==> config.mk <==
export PLATFORM = sky130hd
export DESIGN_NAME = i2c_display_command_writer_core
export DESIGN_NICKNAME = d
export VERILOG_FILES = /design/src/sv/i2cdw_pkg.sv /design/src/sv/i2cdw_front.sv /design/src/sv/i2cdw_queue.sv /design/src/sv/i2cdw_back.sv /design/src/sv/i2c_display_command_writer_core.sv
export SDC_FILE = /design/constraint.sdc
export NUM_CORES = 1
export LEC_CHECK = 0
export BUFFER_PORTS_ARGS = -buffer_cell sky130_fd_sc_hd__buf_2
export CORE_ASPECT_RATIO = 0.75
export CORE_MARGIN = 3
export CORE_UTILIZATION = 58
export DETAILED_ROUTE_END_ITERATION = 7
export PLACE_DENSITY_LB_ADDON = 0.12
export SYNTH_ARGS = -nofsm -noshare
export SYNTH_HDL_FRONTEND = slang
export SYNTH_SLANG_ARGS = --single-unit
==> constraint.sdc <==
create_clock -name aclk -period 3.45 [get_ports aclk]
set_input_delay 0.5175 -clock aclk [delete_from_list [all_inputs] [get_ports aclk]]
set_output_delay 0.5175 -clock aclk [all_outputs]
set_load 0.01 [all_outputs]
==> src/sv/i2cdw_pkg.sv <==
// Shared types and constants of the I2C display command writer.
// No dependencies; the front, queue, back and core files import it.
package i2cdw_pkg;

    // Request opcodes
    localparam logic [2:0] OP_TICK   = 3'd0;
    localparam logic [2:0] OP_CMD    = 3'd1;
    localparam logic [2:0] OP_DATA   = 3'd2;
    localparam logic [2:0] OP_PAGE   = 3'd3;
    localparam logic [2:0] OP_COLUMN = 3'd4;

    // Configuration register indexes
    localparam logic [1:0] CFG_DEV_ADDR  = 2'd0;
    localparam logic [1:0] CFG_COL_OFS   = 2'd1;
    localparam logic [1:0] CFG_ACK_LIMIT = 2'd2;

    // Register reset values
    localparam logic [7:0] DEV_ADDR_RST  = 8'h78;
    localparam logic [6:0] COL_OFS_RST   = 7'd28;
    localparam logic [7:0] ACK_LIMIT_RST = 8'hFF;

    // Protocol bytes
    localparam logic [7:0] CTRL_CMD    = 8'h00;
    localparam logic [7:0] CTRL_DATA   = 8'h40;
    localparam logic [7:0] PAGE_BASE   = 8'hB0;
    localparam logic [7:0] COL_HIGH    = 8'h10;
    localparam logic [7:0] NIBBLE_MASK = 8'h0F;
    localparam logic [7:0] ACK_CNT_MAX = 8'hFF;

    // Classified tick handed from the front end to the sequencer
    typedef struct packed {
        logic       req;          // a job request (opcode 1 to 4)
        logic       is_data;
        logic [7:0] payload;
        logic       second;       // set column: a second command follows
        logic [7:0] second_byte;
        logic       sda_in;
    } cmd_t;

endpackage

==> src/sv/i2cdw_front.sv <==
// Front end: decodes one tick's opcode into a job request with its bytes.
// Depends on i2cdw_pkg.
module i2cdw_front (
    input  logic [2:0]        opcode,
    input  logic [7:0]        value,
    input  logic              sda_in,
    input  logic [6:0]        column_offset,
    output i2cdw_pkg::cmd_t   cmd
);
    import i2cdw_pkg::*;

    logic [7:0] col;

    assign col = value + {1'b0, column_offset};

    always_comb begin
        cmd             = '0;
        cmd.sda_in      = sda_in;
        case (opcode)
            OP_CMD: begin
                cmd.req     = 1'b1;
                cmd.payload = value;
            end
            OP_DATA: begin
                cmd.req     = 1'b1;
                cmd.is_data = 1'b1;
                cmd.payload = value;
            end
            OP_PAGE: begin
                cmd.req     = 1'b1;
                cmd.payload = PAGE_BASE | value;
            end
            OP_COLUMN: begin
                cmd.req         = 1'b1;
                cmd.payload     = COL_HIGH | {4'b0, col[7:4]};
                cmd.second      = 1'b1;
                cmd.second_byte = col & NIBBLE_MASK;
            end
            default: begin
                cmd.req = 1'b0;   // tick only, unused codes too
            end
        endcase
    end

endmodule

==> src/sv/i2cdw_queue.sv <==
// Short FIFO of classified ticks between front end and sequencer.
// Depends on i2cdw_pkg.
module i2cdw_queue #(
    parameter int DEPTH = 2
) (
    input  logic              aclk,
    input  logic              aresetn,
    input  logic              wr_en,
    input  i2cdw_pkg::cmd_t   wr_data,
    output logic              full,
    input  logic              rd_en,
    output i2cdw_pkg::cmd_t   rd_data,
    output logic              empty
);
    import i2cdw_pkg::*;

    localparam int PW = (DEPTH > 1) ? $clog2(DEPTH) : 1;
    localparam int CW = $clog2(DEPTH + 1);
    localparam logic [PW-1:0] LAST = PW'(DEPTH - 1);
    localparam logic [CW-1:0] FULL_CNT = CW'(DEPTH);

    cmd_t          mem [DEPTH];
    logic [PW-1:0] wr_ptr_reg, wr_ptr_next;
    logic [PW-1:0] rd_ptr_reg, rd_ptr_next;
    logic [CW-1:0] count_reg, count_next;

    assign full    = (count_reg == FULL_CNT);
    assign empty   = (count_reg == '0);
    assign rd_data = mem[rd_ptr_reg];

    always_comb begin
        wr_ptr_next = wr_ptr_reg;
        rd_ptr_next = rd_ptr_reg;
        count_next  = count_reg;
        if (wr_en) begin
            wr_ptr_next = (wr_ptr_reg == LAST) ? '0 : wr_ptr_reg + 1'b1;
        end
        if (rd_en) begin
            rd_ptr_next = (rd_ptr_reg == LAST) ? '0 : rd_ptr_reg + 1'b1;
        end
        if (wr_en && !rd_en) begin
            count_next = count_reg + 1'b1;
        end else if (rd_en && !wr_en) begin
            count_next = count_reg - 1'b1;
        end
    end

    always_ff @(posedge aclk) begin
        if (!aresetn) begin
            wr_ptr_reg <= '0;
            rd_ptr_reg <= '0;
            count_reg  <= '0;
        end else begin
            wr_ptr_reg <= wr_ptr_next;
            rd_ptr_reg <= rd_ptr_next;
            count_reg  <= count_next;
        end
    end

    always_ff @(posedge aclk) begin
        if (wr_en) begin
            mem[wr_ptr_reg] <= wr_data;
        end
    end

endmodule

==> src/sv/i2cdw_back.sv <==
// Back end: bit-level I2C sequencer, one phase step per tick, and the
// result register. Depends on i2cdw_pkg.
module i2cdw_back (
    input  logic              aclk,
    input  logic              aresetn,
    input  logic              cmd_valid,
    input  i2cdw_pkg::cmd_t   cmd,
    output logic              cmd_pop,
    input  logic [7:0]        device_address,
    input  logic [7:0]        ack_wait_limit,
    output logic              m_valid,
    input  logic              m_ready,
    output logic              m_scl_level,
    output logic              m_sda_level,
    output logic              m_busy_res,
    output logic              m_ack_timeout,
    output logic              m_job_done
);
    import i2cdw_pkg::*;

    typedef enum logic [4:0] {
        PH_IDLE, PH_START0, PH_START1, PH_START2, PH_START3,
        PH_BIT_LOW, PH_BIT_DATA, PH_BIT_HIGH, PH_BYTE_END,
        PH_ACK_REL, PH_ACK_SCL, PH_ACK_WAIT, PH_ACK_END,
        PH_STOP0, PH_STOP1, PH_STOP2, PH_STOP3
    } phase_t;

    phase_t     phase_reg, phase_next, ph;
    logic [3:0] bit_cnt_reg, bit_cnt_next, bit_cnt_inc;
    logic [1:0] byte_cnt_reg, byte_cnt_next, byte_cnt_inc;
    logic [7:0] shift_reg, shift_next;
    logic [7:0] payload_reg, payload_next;
    logic       is_data_reg, is_data_next;
    logic [7:0] ack_cnt_reg, ack_cnt_next, ack_cnt_inc;
    logic       second_reg, second_next;
    logic [7:0] second_byte_reg, second_byte_next;
    logic       scl_reg, scl_next;
    logic       sda_reg, sda_next;
    logic       busy, timeout, done;
    logic       m_valid_reg;
    logic       scl_out_reg, sda_out_reg, busy_out_reg, timeout_out_reg, done_out_reg;

    assign cmd_pop      = cmd_valid && (!m_valid_reg || m_ready);
    assign bit_cnt_inc  = bit_cnt_reg + 1'b1;
    assign byte_cnt_inc = byte_cnt_reg + 1'b1;
    assign ack_cnt_inc  = (ack_cnt_reg == ACK_CNT_MAX) ? ACK_CNT_MAX : ack_cnt_reg + 1'b1;

    always_comb begin
        ph               = phase_reg;
        bit_cnt_next     = bit_cnt_reg;
        byte_cnt_next    = byte_cnt_reg;
        shift_next       = shift_reg;
        payload_next     = payload_reg;
        is_data_next     = is_data_reg;
        ack_cnt_next     = ack_cnt_reg;
        second_next      = second_reg;
        second_byte_next = second_byte_reg;
        scl_next         = scl_reg;
        sda_next         = sda_reg;
        busy             = 1'b0;
        timeout          = 1'b0;
        done             = 1'b0;

        // A request is taken only when idle; otherwise it is dropped
        if (phase_reg == PH_IDLE && cmd.req) begin
            second_next  = cmd.second;
            is_data_next = cmd.is_data;
            payload_next = cmd.payload;
            if (cmd.second) begin
                second_byte_next = cmd.second_byte;
            end
            ph = PH_START0;
        end
        phase_next = ph;

        if (ph != PH_IDLE) begin
            busy = 1'b1;
            case (ph)
                PH_START0: begin
                    sda_next   = 1'b1;
                    phase_next = PH_START1;
                end
                PH_START1: begin
                    scl_next   = 1'b1;
                    phase_next = PH_START2;
                end
                PH_START2: begin
                    sda_next   = 1'b0;
                    phase_next = PH_START3;
                end
                PH_START3: begin
                    scl_next      = 1'b0;
                    byte_cnt_next = '0;
                    bit_cnt_next  = '0;
                    shift_next    = device_address;
                    phase_next    = PH_BIT_LOW;
                end
                PH_BIT_LOW: begin
                    scl_next   = 1'b0;
                    phase_next = PH_BIT_DATA;
                end
                PH_BIT_DATA: begin
                    sda_next   = shift_reg[7];
                    phase_next = PH_BIT_HIGH;
                end
                PH_BIT_HIGH: begin
                    scl_next     = 1'b1;
                    shift_next   = {shift_reg[6:0], 1'b0};
                    bit_cnt_next = bit_cnt_inc;
                    phase_next   = (bit_cnt_inc >= 4'd8) ? PH_BYTE_END : PH_BIT_LOW;
                end
                PH_BYTE_END: begin
                    scl_next   = 1'b0;
                    phase_next = PH_ACK_REL;
                end
                PH_ACK_REL: begin
                    sda_next     = 1'b1;
                    ack_cnt_next = '0;
                    phase_next   = PH_ACK_SCL;
                end
                PH_ACK_SCL: begin
                    scl_next   = 1'b1;
                    phase_next = PH_ACK_WAIT;
                end
                PH_ACK_WAIT: begin
                    ack_cnt_next = ack_cnt_inc;
                    if (!cmd.sda_in) begin
                        phase_next = PH_ACK_END;
                    end else if (ack_cnt_inc >= ack_wait_limit) begin
                        timeout    = 1'b1;
                        phase_next = PH_ACK_END;
                    end
                end
                PH_ACK_END: begin
                    scl_next      = 1'b0;
                    byte_cnt_next = byte_cnt_inc;
                    if (byte_cnt_inc == 2'd3 || byte_cnt_inc == 2'd0) begin
                        phase_next = PH_STOP0;
                    end else begin
                        bit_cnt_next = '0;
                        // slot 1 is the control byte, slot 2 the payload
                        if (byte_cnt_inc == 2'd1) begin
                            shift_next = is_data_reg ? CTRL_DATA : CTRL_CMD;
                        end else begin
                            shift_next = payload_reg;
                        end
                        phase_next = PH_BIT_LOW;
                    end
                end
                PH_STOP0: begin
                    scl_next   = 1'b0;
                    phase_next = PH_STOP1;
                end
                PH_STOP1: begin
                    sda_next   = 1'b0;
                    phase_next = PH_STOP2;
                end
                PH_STOP2: begin
                    scl_next   = 1'b1;
                    phase_next = PH_STOP3;
                end
                PH_STOP3: begin
                    sda_next = 1'b1;
                    if (second_reg) begin
                        second_next  = 1'b0;
                        payload_next = second_byte_reg;
                        is_data_next = 1'b0;
                        phase_next   = PH_START0;
                    end else begin
                        done       = 1'b1;
                        phase_next = PH_IDLE;
                    end
                end
                default: begin
                    phase_next = PH_IDLE;
                end
            endcase
        end
    end

    always_ff @(posedge aclk) begin
        if (!aresetn) begin
            phase_reg       <= PH_IDLE;
            bit_cnt_reg     <= '0;
            byte_cnt_reg    <= '0;
            shift_reg       <= '0;
            payload_reg     <= '0;
            is_data_reg     <= 1'b0;
            ack_cnt_reg     <= '0;
            second_reg      <= 1'b0;
            second_byte_reg <= '0;
            scl_reg         <= 1'b1;
            sda_reg         <= 1'b1;
            m_valid_reg     <= 1'b0;
        end else begin
            if (cmd_pop) begin
                phase_reg       <= phase_next;
                bit_cnt_reg     <= bit_cnt_next;
                byte_cnt_reg    <= byte_cnt_next;
                shift_reg       <= shift_next;
                payload_reg     <= payload_next;
                is_data_reg     <= is_data_next;
                ack_cnt_reg     <= ack_cnt_next;
                second_reg      <= second_next;
                second_byte_reg <= second_byte_next;
                scl_reg         <= scl_next;
                sda_reg         <= sda_next;
                m_valid_reg     <= 1'b1;
            end else if (m_ready) begin
                m_valid_reg <= 1'b0;
            end
        end
    end

    always_ff @(posedge aclk) begin
        if (cmd_pop) begin
            scl_out_reg     <= scl_next;
            sda_out_reg     <= sda_next;
            busy_out_reg    <= busy;
            timeout_out_reg <= timeout;
            done_out_reg    <= done;
        end
    end

    assign m_valid       = m_valid_reg;
    assign m_scl_level   = scl_out_reg;
    assign m_sda_level   = sda_out_reg;
    assign m_busy_res    = busy_out_reg;
    assign m_ack_timeout = timeout_out_reg;
    assign m_job_done    = done_out_reg;

endmodule

==> src/sv/i2c_display_command_writer_core.sv <==
// An accepted request is written into the queue; the sequencer pops it, steps and
// registers the outcome in the result register, which m_ready can stall.
// Throughput: one tick, one sequencer phase, per cycle unless m_ready stalls.
// The queue keeps taking requests while a result waits on m_ready, until full.
// Reset (aresetn low, synchronous): sequencer idle, SCL and SDA released,
// queue empty, registers back to address 0x78, offset 28, ack limit 255.
module i2c_display_command_writer_core #(
    parameter int QUEUE_DEPTH = 2
) (
    input  logic       aclk,
    input  logic       aresetn,
    input  logic       s_valid,
    output logic       s_ready,
    input  logic [2:0] s_opcode,
    input  logic [7:0] s_value,
    input  logic       s_sda_in,
    output logic       m_valid,
    input  logic       m_ready,
    output logic       m_scl_level,
    output logic       m_sda_level,
    output logic       m_busy_res,
    output logic       m_ack_timeout,
    output logic       m_job_done,
    input  logic       cfg_wr_en,
    input  logic [1:0] cfg_index,
    input  logic [7:0] cfg_wdata
);
    import i2cdw_pkg::*;

    logic [7:0] dev_addr_reg;
    logic [6:0] col_ofs_reg;
    logic [7:0] ack_limit_reg;
    cmd_t       front_cmd, q_cmd;
    logic       q_full, q_empty, q_pop;

    always_ff @(posedge aclk) begin
        if (!aresetn) begin
            dev_addr_reg  <= DEV_ADDR_RST;
            col_ofs_reg   <= COL_OFS_RST;
            ack_limit_reg <= ACK_LIMIT_RST;
        end else if (cfg_wr_en) begin
            case (cfg_index)
                CFG_DEV_ADDR:  dev_addr_reg  <= cfg_wdata;
                CFG_COL_OFS:   col_ofs_reg   <= cfg_wdata[6:0];
                CFG_ACK_LIMIT: ack_limit_reg <= cfg_wdata;
                default: ;
            endcase
        end
    end

    assign s_ready = !q_full;

    i2cdw_front u_front (
        .opcode        (s_opcode),
        .value         (s_value),
        .sda_in        (s_sda_in),
        .column_offset (col_ofs_reg),
        .cmd           (front_cmd)
    );

    i2cdw_queue #(
        .DEPTH (QUEUE_DEPTH)
    ) u_queue (
        .aclk    (aclk),
        .aresetn (aresetn),
        .wr_en   (s_valid && !q_full),
        .wr_data (front_cmd),
        .full    (q_full),
        .rd_en   (q_pop),
        .rd_data (q_cmd),
        .empty   (q_empty)
    );

    i2cdw_back u_back (
        .aclk           (aclk),
        .aresetn        (aresetn),
        .cmd_valid      (!q_empty),
        .cmd            (q_cmd),
        .cmd_pop        (q_pop),
        .device_address (dev_addr_reg),
        .ack_wait_limit (ack_limit_reg),
        .m_valid        (m_valid),
        .m_ready        (m_ready),
        .m_scl_level    (m_scl_level),
        .m_sda_level    (m_sda_level),
        .m_busy_res     (m_busy_res),
        .m_ack_timeout  (m_ack_timeout),
        .m_job_done     (m_job_done)
    );

endmodule

==> results.yml <==
global_route:
  grt_pass1_vias: 3830
  grt_max_degree: 38
  track_usage_pct: 23.6
  grt_pass1_wl_um: 19000
  overflow: 0
  antenna_found_initial: 0
layout:
  nFillCells: 690
  n_antenna_cell: 0
  synthToLayoutAreaGrowth_pct: 9.76
  final_util_pct: 67.4
  final_cells: 673
  layout-drive-gt1-share_pct: 14.9
  nets: 608
  top_register: "u_queue.mem"
  largest_register_ffs: 32
timing:
  finalMaxSlewViolations: 0
  worst_pin_slew_ps: 829
  fmax_mhz: 339
  min_period_over_period_pct: 85.6
  fin_setup_tns_ps: 0
  finalHoldViolCount: 0
  slew_headroom_pct: 44.7
  period_needed_ps: 2950
  finalSetupViolations: 0
  rsz0062_at_grt: "no"
  fin_worst_skew_ps: 7.17
  finalHoldWorstSlack_ps: 373
critical_path:
  cp_slowest_cell: "dfxtp_1"
  critPathKind: "register to register"
  crit_top_cell: "ha_1"
  critical_path.max_stage_delay_ps: 400
  end_kind: "register"
  cp_cell_sequence: "ha_1 -> and3_1 -> nand3_1 -> and2_1 -> ha_1 -> nor2b_1 -> o21ai_0 -> a21oi_1 -> nor4bb_1 -> a311o_1"
  critPathArrivalTime_ps: 3240
  critPathMaxFanout: 11
  required_ps: 3740
  cp-start-kind: "register"
yosys:
  yosys_warnings: 0
  yosysSeqAreaShare_pct: 47.7
  ys_top_cells_by_count: "dfxtp_1, nand2_1, nor2_1"
  synth.most_common_cell: "dfxtp_1"
  syn_area_um2: 5350
  synth_fp_nets: 588
  synth.area.top_cells: "dfxtp_1, edfxtp_1, mux2i_1"
  synth_seq_cells: 109
  synth_edf_count: 37
  synthFlopType: "dfxtp_1"
  synth_area_leader_cell: "dfxtp_1"
  ys_types: 60
  yosysTopAreaCellShare_pct: 27.0
  async_flop_share_pct: 0
  postSynthAreaPerCell_um2: 9.88
  synthCells: 541
drt:
  drt_iter0_drc: 371
  wire_per_inst_um: 17.1
  first_pass_iters: 6
  vias: 4064
  ant_nets: 0
  drcViolationCount: 0
  viasPerCell: 6.04
  wl_um: 11500
clocking:
  cts.sinks: 109
  post_cts_buffers: 0
  hold_buffers: 0
  clockBufferDepth: 2
  clkLatencyLatePin_ps: 350
  cts-root-buf: "clkbuf_16"
  cts_max_level: 3
  cts_tree: "yes"
  numCtsBuffers: 9
  clk_pin_slew_ps: 70
  cts.repair.resized: 0
worst_hold_path:
  hp-class: "input pin to register"
die:
  initial_core_util_pct: 61.4
  die_x_um: 117
  num_io_pins: 34
  dieHeight_um: 89.1
  rows: 29
  fp.coreArea_um2: 8710
  dieArea_um2: 10400
run:
  drv_cap: 0
pwr:
  ir_drop_v: 0.000460
  p_leak_nw: 2.38
  power_density_nw_per_um2: 596
run_status:
  outcome: "complete, no violations"
place:
  dp.cells: 658
  io_buffers: 33
  dpl.hpwl_um: 8250
  gp_congestion: 0.878
final timing paths:
kind	from	end	slack [ps]	depth (start not counted)
setup / recovery	u_back.ack_cnt_reg[0]	u_back.phase_reg[0]	500	10
hold / removal	s_sda_in	u_queue.mem[0][0]	370	1
setup reg to reg	u_back.ack_cnt_reg[0]	u_back.phase_reg[0]	500	10
hold reg to reg	u_back.sda_reg	u_back.sda_reg	470	2
power breakdown:
part	total (mW)	switching (mW)	internal (mW)
clock network	1.08	0.450	0.632
registers	1.65	0.108	1.54
logic	0.767	0.465	0.303
total	3.50	1.02	2.47
routing by layer:
layer,global-route usage (%),up-vias,share of wire (%)
met3,5.82,15,6.1
li1,-,2001,-
met4,6.25,0,1.2
met1,34.8,1928,50
met2,35.0,120,43
met5,0,-,0
stage by stage:
stage	setup slack [ps]	cell area [µm²]	power, mW
6_report	498	5870	3.50
5_1_grt	284	5870	3.67
4_1_cts	535	5870	3.51
3_5_place_dp	555	5550	2.43
3_3_place_gp	727	5550	2.41
2_1_floorplan	1040	5350	2.23
placed cells by master (no fill, tap or decap), types with 3 or more instances in the layout:
master / count
buf_2: 33
and3_1: 12
o211ai_1: 12
a31oi_1: 6
buf_4: 7
nand3_1: 8
nor2_1: 58
xor2_1: 6
nand2b_1: 4
a211oi_1: 10
nor4_1: 3
mux2i_1: 34
or2_2: 3
nor2b_1: 3
a222oi_1: 6
dfxtp_1: 72
ha_1: 19
and3b_1: 3
and2_1: 6
xnor2_1: 10
or3_1: 4
o21ai_0: 21
a211oi_2: 7
mux2_2: 5
a21oi_1: 27
o221a_2: 7
nand2_1: 59
clkbuf_16: 9
edfxtp_1: 37
nor3_1: 11
inv_1: 21
o211a_1: 4
worst max-delay path, delay by kind of cell (launching register included):
family	cells	cell delay [ps]
and+or+nand+nor	5	1410
adders and majority gates	2	540
AOI/OAI and AO/OA	3	540
DFF	1	400
cell families after synthesis:
logic type	count (synthesis)	synth area share [%]
xor gates and xnor gates	16	2.62
DFF	109	47.7
and+or+nand+nor	186	16.8
muxes	39	7.42
buffers and inverters	53	4.26
adders and majority gates	20	4.82
AOI/OAI and AO/OA	118	16.4
cell type report:
type / count / area [µm²] / share of cell area, %
clock buffers: 9 / 225 / 3.84
clock inverters: 6 / 88.8 / 1.51
inverters: 22 / 82.6 / 1.41
multi-input cells: 379 / 2570 / 43.7
flip-flops and latches: 109 / 2550 / 43.5
well taps: 108 / 135 / 2.30
repair buffers: 40 / 218 / 3.71
Note: power is estimated with default switching activity, not from simulation.
